`config.mk`:
```
export PLATFORM = sky130hd
export DESIGN_NAME = websocket_frame_deframer
export DESIGN_NICKNAME = d
export VERILOG_FILES = /design/src/hw/rtl/wsd_pkg.sv /design/src/hw/rtl/wsd_parser.sv /design/src/hw/rtl/wsd_out_buf.sv /design/src/hw/rtl/websocket_frame_deframer.sv
export SDC_FILE = /design/constraint.sdc
export NUM_CORES = 1
export LEC_CHECK = 0
export BUFFER_PORTS_ARGS = -buffer_cell sky130_fd_sc_hd__buf_2
export CAP_MARGIN = 10
export CELL_PAD_IN_SITES_DETAIL_PLACEMENT = 0
export CELL_PAD_IN_SITES_GLOBAL_PLACEMENT = 1
export CORE_MARGIN = 3
export CORE_UTILIZATION = 35
export DETAILED_ROUTE_END_ITERATION = 10
export PLACE_DENSITY_LB_ADDON = 0.15
export SYNTH_ARGS = -nofsm -noshare
export SYNTH_HDL_FRONTEND = slang
export SYNTH_SLANG_ARGS = --single-unit
export TNS_END_PERCENT = 20
```
`constraint.sdc`:
```
create_clock -name clk -period 5.3 [get_ports clk]
set_clock_uncertainty 0.15 [all_clocks]
set_input_delay 0.53 -clock clk [delete_from_list [all_inputs] [get_ports clk]]
set_output_delay 0.53 -clock clk [all_outputs]
set_load 0.01 [all_outputs]
```
`src/hw/rtl/wsd_pkg.sv`:
```
// Types and constants of the WebSocket frame deframer.
`timescale 1ns / 1ps

package wsd_pkg;

    localparam logic [2:0] EV_DATA   = 3'd0;
    localparam logic [2:0] EV_CLOSE  = 3'd1;
    localparam logic [2:0] EV_PING   = 3'd2;
    localparam logic [2:0] EV_TOOBIG = 3'd3;
    localparam logic [2:0] EV_UNSUP  = 3'd4;
    localparam logic [2:0] EV_EMPTY  = 3'd5;

    localparam logic [3:0] OP_TEXT   = 4'h1;
    localparam logic [3:0] OP_BINARY = 4'h2;
    localparam logic [3:0] OP_CLOSE  = 4'h8;
    localparam logic [3:0] OP_PING   = 4'h9;

    localparam logic [6:0] LEN_EXT16 = 7'd126;
    localparam logic [6:0] LEN_EXT64 = 7'd127;

    localparam logic [15:0] MAX_BINARY_LEN_RESET = 16'd4096;

    typedef struct packed {
        logic [2:0] event_res;
        logic [7:0] data_byte;
        logic       is_binary;
        logic       last_byte;
    } res_t;

endpackage

```
`src/hw/rtl/wsd_parser.sv`:
```
// Frame header parser and payload unmasking, one received byte per transfer.
`timescale 1ns / 1ps

module wsd_parser (
    input  logic           clk,
    input  logic           rst_n,
    input  logic           accept,
    input  logic [7:0]     rx_byte,
    input  logic [15:0]    max_binary_len,
    output logic           res_valid,
    output wsd_pkg::res_t  res
);
    import wsd_pkg::*;

    localparam logic [2:0] PH_HDR0  = 3'd0;
    localparam logic [2:0] PH_HDR1  = 3'd1;
    localparam logic [2:0] PH_EXT16 = 3'd2;
    localparam logic [2:0] PH_EXT64 = 3'd3;
    localparam logic [2:0] PH_KEY   = 3'd4;
    localparam logic [2:0] PH_DATA  = 3'd5;

    logic [2:0]  phase_reg, phase_next;
    logic [3:0]  opcode_reg, opcode_next;
    logic        mask_on_reg, mask_on_next;
    logic [63:0] bytes_left_reg, bytes_left_next;
    logic [2:0]  header_count_reg, header_count_next;
    logic [31:0] mask_key_reg, mask_key_next;
    logic [1:0]  key_index_reg, key_index_next;
    logic        skipping_reg, skipping_next;

    logic        len_done;
    logic        hdr_done;
    logic [63:0] hdr_len;
    logic        len_zero;
    logic        len_fits;
    logic        data_frame;
    logic [63:0] left_dec;
    logic        dec_zero;
    logic [7:0]  key_byte;
    logic [2:0]  hdr_event;

    // Payload length as it stands once the current header byte is taken in.
    assign hdr_len = (phase_reg == PH_HDR1) ? {57'd0, rx_byte[6:0]} :
                     ((phase_reg == PH_EXT16) || (phase_reg == PH_EXT64)) ?
                     {bytes_left_reg[55:0], rx_byte} : bytes_left_reg;

    assign left_dec = bytes_left_reg - 64'd1;
    assign dec_zero = (left_dec == 64'd0);
    assign len_zero = (hdr_len == 64'd0);
    assign len_fits = (hdr_len[63:16] == 48'd0) &&
                      (hdr_len[15:0] <= max_binary_len);
    assign data_frame = (opcode_reg == OP_TEXT) ||
                        ((opcode_reg == OP_BINARY) && len_fits);

    always_comb
    begin
        case (key_index_reg)
            2'd0:    key_byte = mask_key_reg[31:24];
            2'd1:    key_byte = mask_key_reg[23:16];
            2'd2:    key_byte = mask_key_reg[15:8];
            default: key_byte = mask_key_reg[7:0];
        endcase
    end

    always_comb
    begin
        if (opcode_reg == OP_BINARY)
            hdr_event = EV_TOOBIG;
        else if (opcode_reg == OP_CLOSE)
            hdr_event = EV_CLOSE;
        else if (opcode_reg == OP_PING)
            hdr_event = EV_PING;
        else
            hdr_event = EV_UNSUP;
    end

    always_comb
    begin
        phase_next        = phase_reg;
        opcode_next       = opcode_reg;
        mask_on_next      = mask_on_reg;
        bytes_left_next   = bytes_left_reg;
        header_count_next = header_count_reg;
        mask_key_next     = mask_key_reg;
        key_index_next    = key_index_reg;
        skipping_next     = skipping_reg;
        len_done          = 1'b0;
        hdr_done          = 1'b0;
        res_valid         = 1'b0;
        res               = '0;

        unique case (phase_reg)
            PH_HDR0:
            begin
                opcode_next = rx_byte[3:0];
                phase_next  = PH_HDR1;
            end
            PH_HDR1:
            begin
                mask_on_next      = rx_byte[7];
                mask_key_next     = 32'd0;
                header_count_next = 3'd0;
                bytes_left_next   = 64'd0;
                if (rx_byte[6:0] == LEN_EXT16)
                    phase_next = PH_EXT16;
                else if (rx_byte[6:0] == LEN_EXT64)
                    phase_next = PH_EXT64;
                else
                begin
                    bytes_left_next = {57'd0, rx_byte[6:0]};
                    len_done        = 1'b1;
                end
            end
            PH_EXT16, PH_EXT64:
            begin
                bytes_left_next = {bytes_left_reg[55:0], rx_byte};
                if (((phase_reg == PH_EXT16) && (header_count_reg >= 3'd1)) ||
                    ((phase_reg == PH_EXT64) && (header_count_reg >= 3'd7)))
                    len_done = 1'b1;
                else
                    header_count_next = header_count_reg + 3'd1;
            end
            PH_KEY:
            begin
                mask_key_next = {mask_key_reg[23:0], rx_byte};
                if (header_count_reg >= 3'd3)
                begin
                    header_count_next = 3'd0;
                    hdr_done          = 1'b1;
                end
                else
                    header_count_next = header_count_reg + 3'd1;
            end
            PH_DATA:
            begin
                if (bytes_left_reg == 64'd0)
                begin
                    // A frame with nothing left to read: start over on a header.
                    phase_next    = PH_HDR0;
                    skipping_next = 1'b0;
                end
                else
                begin
                    bytes_left_next = left_dec;
                    if (skipping_reg)
                    begin
                        if (dec_zero)
                        begin
                            phase_next    = PH_HDR0;
                            skipping_next = 1'b0;
                        end
                    end
                    else
                    begin
                        key_index_next = key_index_reg + 2'd1;
                        if (dec_zero)
                            phase_next = PH_HDR0;
                        res_valid     = 1'b1;
                        res.event_res = EV_DATA;
                        res.data_byte = rx_byte ^ key_byte;
                        res.is_binary = (opcode_reg == OP_BINARY);
                        res.last_byte = dec_zero;
                    end
                end
            end
            default:
            begin
                phase_next = PH_HDR0;
            end
        endcase

        if (len_done)
        begin
            header_count_next = 3'd0;
            if (mask_on_next)
                phase_next = PH_KEY;
            else
                hdr_done = 1'b1;
        end

        if (hdr_done)
        begin
            key_index_next = 2'd0;
            skipping_next  = 1'b0;
            if (data_frame)
            begin
                if (len_zero)
                begin
                    phase_next    = PH_HDR0;
                    res_valid     = 1'b1;
                    res.event_res = EV_EMPTY;
                    res.is_binary = (opcode_reg == OP_BINARY);
                    res.last_byte = 1'b1;
                end
                else
                    phase_next = PH_DATA;
            end
            else
            begin
                // Control, oversized and unknown frames report once, then drop their payload.
                skipping_next = 1'b1;
                phase_next    = len_zero ? PH_HDR0 : PH_DATA;
                res_valid     = 1'b1;
                res.event_res = hdr_event;
            end
        end
    end

    always_ff @(posedge clk or negedge rst_n)
    begin
        if (!rst_n)
        begin
            phase_reg        <= PH_HDR0;
            opcode_reg       <= 4'd0;
            mask_on_reg      <= 1'b0;
            bytes_left_reg   <= 64'd0;
            header_count_reg <= 3'd0;
            mask_key_reg     <= 32'd0;
            key_index_reg    <= 2'd0;
            skipping_reg     <= 1'b0;
        end
        else if (accept)
        begin
            phase_reg        <= phase_next;
            opcode_reg       <= opcode_next;
            mask_on_reg      <= mask_on_next;
            bytes_left_reg   <= bytes_left_next;
            header_count_reg <= header_count_next;
            mask_key_reg     <= mask_key_next;
            key_index_reg    <= key_index_next;
            skipping_reg     <= skipping_next;
        end
    end

endmodule

```
`src/hw/rtl/wsd_out_buf.sv`:
```
// Result register with a skid stage in front of the output channel.
`timescale 1ns / 1ps

module wsd_out_buf (
    input  logic           clk,
    input  logic           rst_n,
    input  logic           push,
    input  wsd_pkg::res_t  push_res,
    output logic           full,
    output logic           out_valid,
    input  logic           out_stall,
    output wsd_pkg::res_t  out_res
);
    import wsd_pkg::*;

    logic out_valid_reg;
    logic skid_valid_reg;
    res_t out_res_reg;
    res_t skid_res_reg;
    logic pop;

    assign pop       = out_valid_reg && !out_stall;
    assign full      = skid_valid_reg;
    assign out_valid = out_valid_reg;
    assign out_res   = out_res_reg;

    always_ff @(posedge clk or negedge rst_n)
    begin
        if (!rst_n)
        begin
            out_valid_reg  <= 1'b0;
            skid_valid_reg <= 1'b0;
        end
        else if (skid_valid_reg)
        begin
            // No new item is taken while the skid stage is occupied.
            if (pop)
            begin
                skid_valid_reg <= 1'b0;
            end
        end
        else if (push)
        begin
            if (!out_valid_reg || pop)
                out_valid_reg <= 1'b1;
            else
                skid_valid_reg <= 1'b1;
        end
        else if (pop)
        begin
            out_valid_reg <= 1'b0;
        end
    end

    always_ff @(posedge clk)
    begin
        if (skid_valid_reg)
        begin
            if (pop)
                out_res_reg <= skid_res_reg;
        end
        else if (push)
        begin
            if (!out_valid_reg || pop)
                out_res_reg <= push_res;
            else
                skid_res_reg <= push_res;
        end
    end

endmodule

```
`src/hw/rtl/websocket_frame_deframer.sv`:
```
// The deframer takes one received byte per transfer and can take a byte in every clock cycle
// while in_stall is low: each byte updates the header parser state and produces at most one
// result in the same cycle, and that result lands in an output register backed by a one-entry
// skid stage. in_stall rises only when both of those hold results, that is, after the output
// side has stalled while a new result arrived; it drops again in the cycle after the output
// register hands its result on. A result appears on the output in the cycle after the byte that
// caused it when the output register is free, later when it waits behind a stalled result. Header
// events (close, ping, oversized binary, unsupported opcode, empty data frame) come out on the
// byte that completes the header; the payload bytes of those frames are consumed without any result.
// max_binary_len may be rewritten at any time the block is idle; cfg_ready is always high.
`timescale 1ns / 1ps

module websocket_frame_deframer (
    input  logic        clk,
    input  logic        rst_n,
    input  logic        cfg_valid,
    output logic        cfg_ready,
    input  logic [15:0] max_binary_len,
    input  logic        in_valid,
    output logic        in_stall,
    input  logic [7:0]  rx_byte,
    output logic        out_valid,
    input  logic        out_stall,
    output logic [2:0]  event_res,
    output logic [7:0]  data_byte,
    output logic        is_binary,
    output logic        last_byte
);
    import wsd_pkg::*;

    logic [15:0] max_len_reg;
    logic        accept;
    logic        res_valid;
    res_t        res;
    res_t        out_res;
    logic        buf_full;

    assign cfg_ready = 1'b1;
    assign in_stall  = buf_full;
    assign accept    = in_valid && !buf_full;

    always_ff @(posedge clk or negedge rst_n)
    begin
        if (!rst_n)
            max_len_reg <= MAX_BINARY_LEN_RESET;
        else if (cfg_valid && cfg_ready)
            max_len_reg <= max_binary_len;
    end

    wsd_parser u_parser (
        .clk            (clk),
        .rst_n          (rst_n),
        .accept         (accept),
        .rx_byte        (rx_byte),
        .max_binary_len (max_len_reg),
        .res_valid      (res_valid),
        .res            (res)
    );

    wsd_out_buf u_out_buf (
        .clk       (clk),
        .rst_n     (rst_n),
        .push      (accept && res_valid),
        .push_res  (res),
        .full      (buf_full),
        .out_valid (out_valid),
        .out_stall (out_stall),
        .out_res   (out_res)
    );

    assign event_res = out_res.event_res;
    assign data_byte = out_res.data_byte;
    assign is_binary = out_res.is_binary;
    assign last_byte = out_res.last_byte;

endmodule

```
==> results.txt, run 1 <==
The run finished with clean final reports. Synthesis handed over a netlist of 1115 instances. Summing all multi-input logic gate instances after layout gives 5180 sq um. The category of the worst setup path capture point is a flop. Along the worst path, the maximum fanout reaches 29.

Port buffering added 43 buffers. In this run the number of cells on the critical path is 14. The placed instances occupy a cell area of 10100 sq um. The net count of the mapped netlist is 1171. In this run, CTS created clock tree buffers numbering 17.

The hold path depth was 3. The relative area change from synthesis to final layout came out at 11.3%. The overall die width was 172 um. With fillers left out, the area of the finished cells amounts to 10700 sq um. The run gives 1429 as the post-placement cell count.

The initial antenna violation count is 0, and the total clock sinks is 154. The layout has 2761 filler cells. The final critical-path share of the clock period came out at 84.8%. The clock reaches the later pin of the worst-skew pair after 0.44 ns.

Counting along the longest clock path gives a buffer depth of 2. The number of search-and-repair iterations in the first detailed-routing pass is 5. Broken down by cell family, the worst path's largest delay share belongs to simple AND/OR/NAND/NOR gates. At the end of routability-driven placement, the weighted congestion stood at 0.847.

The tools report the worst path arrival time as 4.54 ns. The count of final hold-check violations came out at 0. The flip-flop count of the largest register after layout is 64. Of the cells placed in the final design, the portion with a size suffix greater than 1 is 11.8%. The number of storage elements in the synthesis netlist came out at 154.

In the routed design, unresolved DRC markers number 0. The number of enable flip-flop cells after synthesis was 26. The share of the Yosys chip area taken by registers is 41.4%. The mean routed wirelength per cell is 20.4 um. The maximum single-stage delay on the critical path works out to 0.70 ns.

Setup violations remaining at the end of the flow were counted as 0. The critical path is of the flop to flop type. The first global-routing pass estimated 47.9 mm of wire. Across the run, the number of max-cap violations was 0. For this block, the initial DRC count from the detailed router was 712. The die is 172 um tall.

The number of antenna diodes in the final layout is 0. The net count of the finished layout is 1164. Averaged over all synthesized cells, the footprint is 8.63 sq um. The most used flip-flop cell after synthesis is sky130_fd_sc_hd__dfrtp_1. TritonCTS built the clock tree. The share of synthesized area in the top cell type comes to 33.0%. Clock-pin slew was measured on the worst setup and hold paths at 0.08 ns. Counting I/O delays and the setup requirement, the final critical path takes 4.50 ns.

By area the synthesized netlist is led by sky130_fd_sc_hd__dfrtp_1 33%, sky130_fd_sc_hd__edfxtp_1 8.1%, sky130_fd_sc_hd__o21ai_0 8.0%. The overall overflow remaining after global route was 0. The HPWL after detailed placement is 20.5 mm. Global routing used 20.6% of the available tracks. Total area of sequential cells: 3990 sq um. The biggest area contributor in the post-synthesis netlist is sky130_fd_sc_hd__dfrtp_1. Via count of the first global-routing pass: 8157. After synthesis, the netlist uses 78 different library cells. For the post-route antenna net violation count, the log shows 0.

The count of cells in the finished layout, fillers not included, comes to 1462. The combined buffer and inverter count along the critical path works out to 1. For this run, the share of the core covered by cells in the final layout is 39.6%.

Clock tree synthesis selected as its root buffer the cell sky130_fd_sc_hd__clkbuf_16. The final routed wirelength across all metal layers was 29.9 mm; the area of the mapped netlist was 9630 sq um. IR analysis of the VDD net gives a maximum drop of 0.293 mV. Leakage power of the design: 4.40 nW.

Setup repair after global routing left no endpoint under its margin. Number of top-level design ports: 45. For the worst flop-to-flop path, the logic depth is 14.

The tools report the maximum number of pins on one net before global-route repair as 113. Once the floorplan was initialized, standard cells occupied 35.6% of the core. The mean number of vias per cell is 5.84. In the synthesized netlist the async set-or-reset flop fraction comes to 83.1%. The tools report the standard cell core area as 27000 sq um.

The required arrival time at the worst endpoint came out at 5.34 ns. Worst max-slew margin expressed relative to the limit: 23.8%. The path class of the tightest hold or removal check is input pin to flop.

The count of yosys warnings during synthesis was 0. On the critical path, the stage with the largest delay is an instance of sky130_fd_sc_hd__nor2b_4. The floorplan has 60 rows.

Walking the worst path, the cells encountered are nor2b_4 > nand2_1 > a21oi_1 > ha_1 > nand4_1 > or4_1 > o21ai_0 > a31oi_1 > nor4_4 > a21oi_1 > or2_2 > nand2_1 > a21boi_1 > buf_4. For this block, the via count after detailed routing is 8532. STA classifies the critical path startpoint as a flop. The maximum achievable frequency was 0.222 GHz. For the die area, the log shows 29500 sq um. At the pin with the least slew margin, the transition time is 1.14 ns. The H-tree depth reported by CTS is 4, and the power density over the cells is 572 nW/um^2.

The number of pins with negative max-slew slack in the final report was 0. After routing, the total negative slack on setup checks comes to 0 ns.
[final cells by class]
type                       instances  share of cell area, %
tap                              341                   3.98
clock inverter                    15                   1.82
sequential                       154                   37.2
clock buffer                      17                   3.97
timing repair buffer              61                   3.47
inverter                          36                   1.26
multi-input combinational        838                   48.3
[worst paths after layout]
path,start,to,slack [ns]
min in group asynchronous,rst_n,max_len_reg[11],0.46
max,u_parser.phase_reg[1],u_out_buf.out_res[6],0.80
max reg2reg,u_parser.phase_reg[1],u_out_buf.out_res[6],0.80
min reg2reg,u_parser.mask_key_reg[31],u_parser.mask_key_reg[31],0.36
min,max_binary_len[11],max_len_reg[11],0.15
max in group asynchronous,rst_n,u_parser.bytes_left_reg[60],3.48
[cell families (layout without fill, tap and decap cells)]
| kind of cell | Yosys count | after routing | synth area share, % |
|---|---|---|---|
| compound gates | 365 | 365 | 23.9 |
| xor+xnor | 28 | 28 | 2.55 |
| fa+ha+maj | 27 | 27 | 3.51 |
| buf+inv | 123 | 129 | 5.08 |
| flops | 154 | 154 | 41.4 |
| mux | 17 | 17 | 1.91 |
| other cells | 1 | 1 | 0.0389 |
| simple gates | 400 | 400 | 21.6 |
[worst reg2reg max path, cell delays in order (launching register included)]
cell	delay (ns)
sky130_fd_sc_hd__dfrtp_1	0.65
sky130_fd_sc_hd__nor2b_4	0.70
sky130_fd_sc_hd__nand2_1	0.22
sky130_fd_sc_hd__a21oi_1	0.23
sky130_fd_sc_hd__ha_1	0.18
sky130_fd_sc_hd__nand4_1	0.13
sky130_fd_sc_hd__or4_1	0.58
sky130_fd_sc_hd__o21ai_0	0.16
sky130_fd_sc_hd__a31oi_1	0.09
sky130_fd_sc_hd__nor4_4	0.35
sky130_fd_sc_hd__a21oi_1	0.13
sky130_fd_sc_hd__or2_2	0.31
sky130_fd_sc_hd__nand2_1	0.11
sky130_fd_sc_hd__a21boi_1	0.08
sky130_fd_sc_hd__buf_4	0.19
[cells in the mapped netlist (all sizes together) (17+ instances only)]
cell and n:
xnor2 23, nor3 48, inv 36, o21ai 155, a32oi 18, nor2 101
dfrtp 127, nand3 20, edfxtp 26, nand2 115, a22oi 17, nor4 30
a22o 39, ha 27, nand4 21, buf 17, clkbuf 70, a21oi 62
[per-layer routing]
metal  track usage (%)  share of wire, %  vias to the layer above
met5                 0                 0                        -
met4              5.66               1.8                        0
met3              3.32               4.3                       44
met2              32.1                45                      236
met1              29.8                49                     4153
li1                  -                 -                     4099
[power by group]
part           leakage (nW)  switching [mW]  internal [mW]
logic                  2.15            2.00           1.01
registers              1.96           0.380           1.46
clock network         0.297           0.628          0.647
[through the flow]
step                      worst slack (ns)  power, mW  hold slack [ns]
after floorplan                      0.508       3.94           0.0844
after global placement               0.869       4.87            0.333
after detailed placement             0.838       4.83            0.332
after CTS                            0.819       6.14            0.130
after global routing                 0.379       6.59            0.149
final                                0.804       6.13            0.151
[cell usage in the layout, fill, tap and decap left out, types with 18 or more instances in the layout]
| master | netlist | routed |
|---|---|---|
| sky130_fd_sc_hd__xnor2_1 | 23 | 23 |
| sky130_fd_sc_hd__nand3_1 | 18 | 18 |
| sky130_fd_sc_hd__dfrtp_1 | 127 | 127 |
| sky130_fd_sc_hd__inv_1 | 36 | 36 |
| sky130_fd_sc_hd__nand2_1 | 115 | 114 |
| sky130_fd_sc_hd__o21ai_0 | 153 | 153 |
| sky130_fd_sc_hd__buf_2 | 12 | 42 |
| sky130_fd_sc_hd__nand4_1 | 21 | 21 |
| sky130_fd_sc_hd__nor2_1 | 101 | 100 |
| sky130_fd_sc_hd__a22o_1 | 39 | 39 |
| sky130_fd_sc_hd__a32oi_1 | 18 | 18 |
| sky130_fd_sc_hd__edfxtp_1 | 26 | 26 |
| sky130_fd_sc_hd__ha_1 | 27 | 27 |
| sky130_fd_sc_hd__a21oi_1 | 62 | 62 |
| sky130_fd_sc_hd__nor4_1 | 24 | 24 |
| sky130_fd_sc_hd__nor3_1 | 46 | 46 |
[timing repair]
item,4_1_cts,5_1_grt
buffers inserted,0,0
hold endpoints to repair,49,0
hold buffers,1,0
resized for setup,0,0
No activity file was read; power rests on OpenSTA's default activity.
==> run 2: changes to the inputs <==
==> constraint.sdc (replaced) <==
create_clock -name clk -period 3.7 [get_ports clk]
set_clock_uncertainty 0.15 [all_clocks]
set_input_delay 0.37 -clock clk [delete_from_list [all_inputs] [get_ports clk]]
set_output_delay 0.37 -clock clk [all_outputs]
set_load 0.01 [all_outputs]
==> results.txt, run 2 (synthesis results as in run 1) <==
The flow ran to the end, and the final reports show no timing, DRC or antenna violations. The worst path arrival time was 3.74 ns; the combined buffer and inverter count along the critical path was 3. In the routed layout, each cell is associated on average with a via count of 5.70. In the final routed layout, each cell accounts on average for 19.6 um. The relative area change from synthesis to final layout was 21.6%; the number of pins with negative max-slew slack in the final report was 0. The tools report the final routed wirelength across all metal layers as 30.8 mm. From left edge to right edge, the die measures 172 um. The cell family contributing the most delay on the critical path is simple AND/OR/NAND/NOR gates. The first detailed-routing pass took 6 iterations. The worst min-delay path class was input pin to flop. At the pin with the least slew margin, the transition time is 0.788 ns.

Buffers placed on the I/O ports in this run total 43. After routing the design area is 11700 sq um. The post-route netlist has 19.7% of its cells at a drive strength greater than 1. The floorplan has 60 rows. Combined global-route utilization of all metal layers: 21.1%. Clock tree synthesis inserted a total of 17 buffers. Entering global routing, the biggest net connects 71 pins. The first global-routing pass estimated 49.1 mm of wire.

The die is 172 um tall. For the overall via count from detail_route, the log shows 8956. After detailed routing, the number of remaining DRC violations is 0. The minimum clock period is 3.70 ns.

The later pin in the worst-skew pair is clocked with a latency of 0.45 ns. Final weighted congestion in routability-driven placement: 0.833. The critical path crosses 14 cells after its start point. The detail route stage leaves a number of antenna-violating nets equal to 0.

Total inserted antenna cells: 0. Category of the worst setup path capture point: a flop. VDD sags by at most 0.464 mV.

The number of design-rule violations left by the first detailed-router iteration is 727, and the max-cap violation count is 0. The library cells used most frequently in the layout, excluding fill and tap cells, are 151 x sky130_fd_sc_hd__o21ai_0, 125 x sky130_fd_sc_hd__dfrtp_1, 113 x sky130_fd_sc_hd__nand2_1, 103 x sky130_fd_sc_hd__buf_4, 98 x sky130_fd_sc_hd__nor2_1. Along the worst path, the maximum fanout reaches 5. The initial utilization of the core area, before any placement, comes to 35.6%. Most common library cell in the layout ignoring fill and taps: sky130_fd_sc_hd__o21ai_0. The slowest stage of the critical path is the sky130_fd_sc_hd__or4_4 cell.

In this run the static leakage power is 4.96 nW. After clock tree synthesis, the clock-pin slew on the worst setup and hold paths is 0.08 ns. Counting cells, the worst reg-to-reg path comes to 14.

End of the critical path: u_out_buf.out_res[1]. In this run the number of H-tree levels came out at 4. TritonCTS built the clock tree. The run gives 10800 sq um as the area after detailed placement.

The reg-to-reg startpoint is u_parser.phase_reg[2]. The logs give 2 for the number of buffers between clock root and the deepest sink and 0 for the final setup violation count. The number of fill cells was 2699; the flip-flop count of the largest register after layout was 64. The startpoint-to-endpoint class of the critical path is flop to flop. The worst hold slack across all endpoints is 0.0355 ns.

The critical path starts at u_parser.phase_reg[2]. For the overall overflow remaining after global route, the log shows 0. After the last flow step, the layout net total stands at 1274. After floorplanning, the core was sized to cover 27000 sq um. The tools report the required arrival time at the worst endpoint as 3.74 ns. In this run the critical register-to-register path is captured at u_out_buf.out_res[1]. The run gives 0.003 ns as the register-to-register setup slack.

The tools report the clock root buffer master as sky130_fd_sc_hd__clkbuf_16. The count of final hold-check violations is 0. The sum of negative setup slack was 0 ns.

The largest single stage delay on the critical path is 0.54 ns. Derived from the worst setup path, the maximum achievable clock frequency is 0.270 GHz. The critical path launch point type was a flop. Setup repair after global routing could not meet its margin everywhere. The run gives 0 as the initial antenna violation count. The most repeated library cell on the critical path is sky130_fd_sc_hd__buf_6.

The critical path goes through buf_6 > nor3b_4 > buf_6 > a21oi_1 > ha_1 > nand4_1 > or4_4 > a21o_1 > a31oi_4 > nor4_4 > buf_4 > and2_4 > o211a_1 > mux2_2. In this run the tightest slew margin relative to its limit is 47.0%. The via count of the first global-routing pass was 8614; the die area was 29500 sq um.

The wire-length estimate of the detail-placed layout is 21.7 mm. The final critical-path share of the clock period came out at 99.9%. The number of top-level design ports is 45. The total clock sinks is 154, and the power density over the cells is 813 nW/um^2.
==> run 2: cell count changes in the layout (fill, tap and decap cells not counted), sizes merged <==
cell | before | now
buf | 60 | 153
dlygate4sd3 | 1 | 17
nor2b | 6 | 7
==> run 2: how the worst min path moves through the flow <==
stage	slack (ns)	start	cells after the start	endpoint
5_1_grt	0.03	out_stall	3	u_out_buf.full
4_1_cts	0.02	out_stall	3	u_out_buf.full
6_report	0.04	out_stall	3	u_out_buf.full
3_5_place_dp	0.28	rst_n	1	max_len_reg[11]
2_1_floorplan	-0.08	rst_n	0	max_len_reg[0]
3_3_place_gp	0.28	rst_n	1	max_len_reg[11]
==> run 2: metal layers <==
metal | global-route usage, % | routed length [um] | vias to the layer above
met5 | 0 | 0 | -
li1 | - | - | 4330
met4 | 5.80 | 616 | 0
met1 | 29.8 | 14700 | 4377
met2 | 34.0 | 14300 | 220
met3 | 3.22 | 1160 | 29
==> run 2: what timing repair did <==
action / CTS / global route
endpoints found under the hold margin: 81 / 0
buffers inserted: 1 / 7
gates resized for setup: 0 / 17
pin swaps: 0 / 9
endpoints found under the setup margin: 1 / 32
gates cloned: 0 / 2
hold buffers: 17 / 0
==> run 2: stage by stage <==
stage	power [mW]	setup WS, ns	std cells	utilization, %
floorplan	5.69	0.0392	1115	-
global placement	7.54	0.0500	1513	39.9
detailed placement	7.53	0.00272	1513	39.9
CTS	9.42	0.00286	1563	42.9
global route	10.2	-0.102	1572	43.3
finish	9.52	0.00295	1572	43.3
==> run 2: power by group <==
group	switching, mW	internal [mW]	total (mW)
clock	0.912	0.925	1.84
combinational	3.13	2.03	5.16
sequential	0.431	2.09	2.52
total	4.47	5.05	9.52
==> run 2: cell type report <==
class                           count  area, sq um  area share [%]
Tap cell                          341          427            3.64
Multi-Input combinational cell    839         5270            45.0
Timing Repair Buffer              170         1270            10.9
Clock inverter                     15          193            1.65
Sequential cell                   154         3990            34.0
Inverter                           36          135            1.15
Clock buffer                       17          425            3.63
==> run 2: worst register-to-register path: stages, from the launching register on <==
cell                      delay [ns]
sky130_fd_sc_hd__dfrtp_2        0.44
sky130_fd_sc_hd__buf_6          0.14
sky130_fd_sc_hd__nor3b_4        0.28
sky130_fd_sc_hd__buf_6          0.16
sky130_fd_sc_hd__a21oi_1        0.06
sky130_fd_sc_hd__ha_1           0.31
sky130_fd_sc_hd__nand4_1        0.14
sky130_fd_sc_hd__or4_4          0.54
sky130_fd_sc_hd__a21o_1         0.20
sky130_fd_sc_hd__a31oi_4        0.19
sky130_fd_sc_hd__nor4_4         0.06
sky130_fd_sc_hd__buf_4          0.16
sky130_fd_sc_hd__and2_4         0.14
sky130_fd_sc_hd__o211a_1        0.21
sky130_fd_sc_hd__mux2_2         0.27
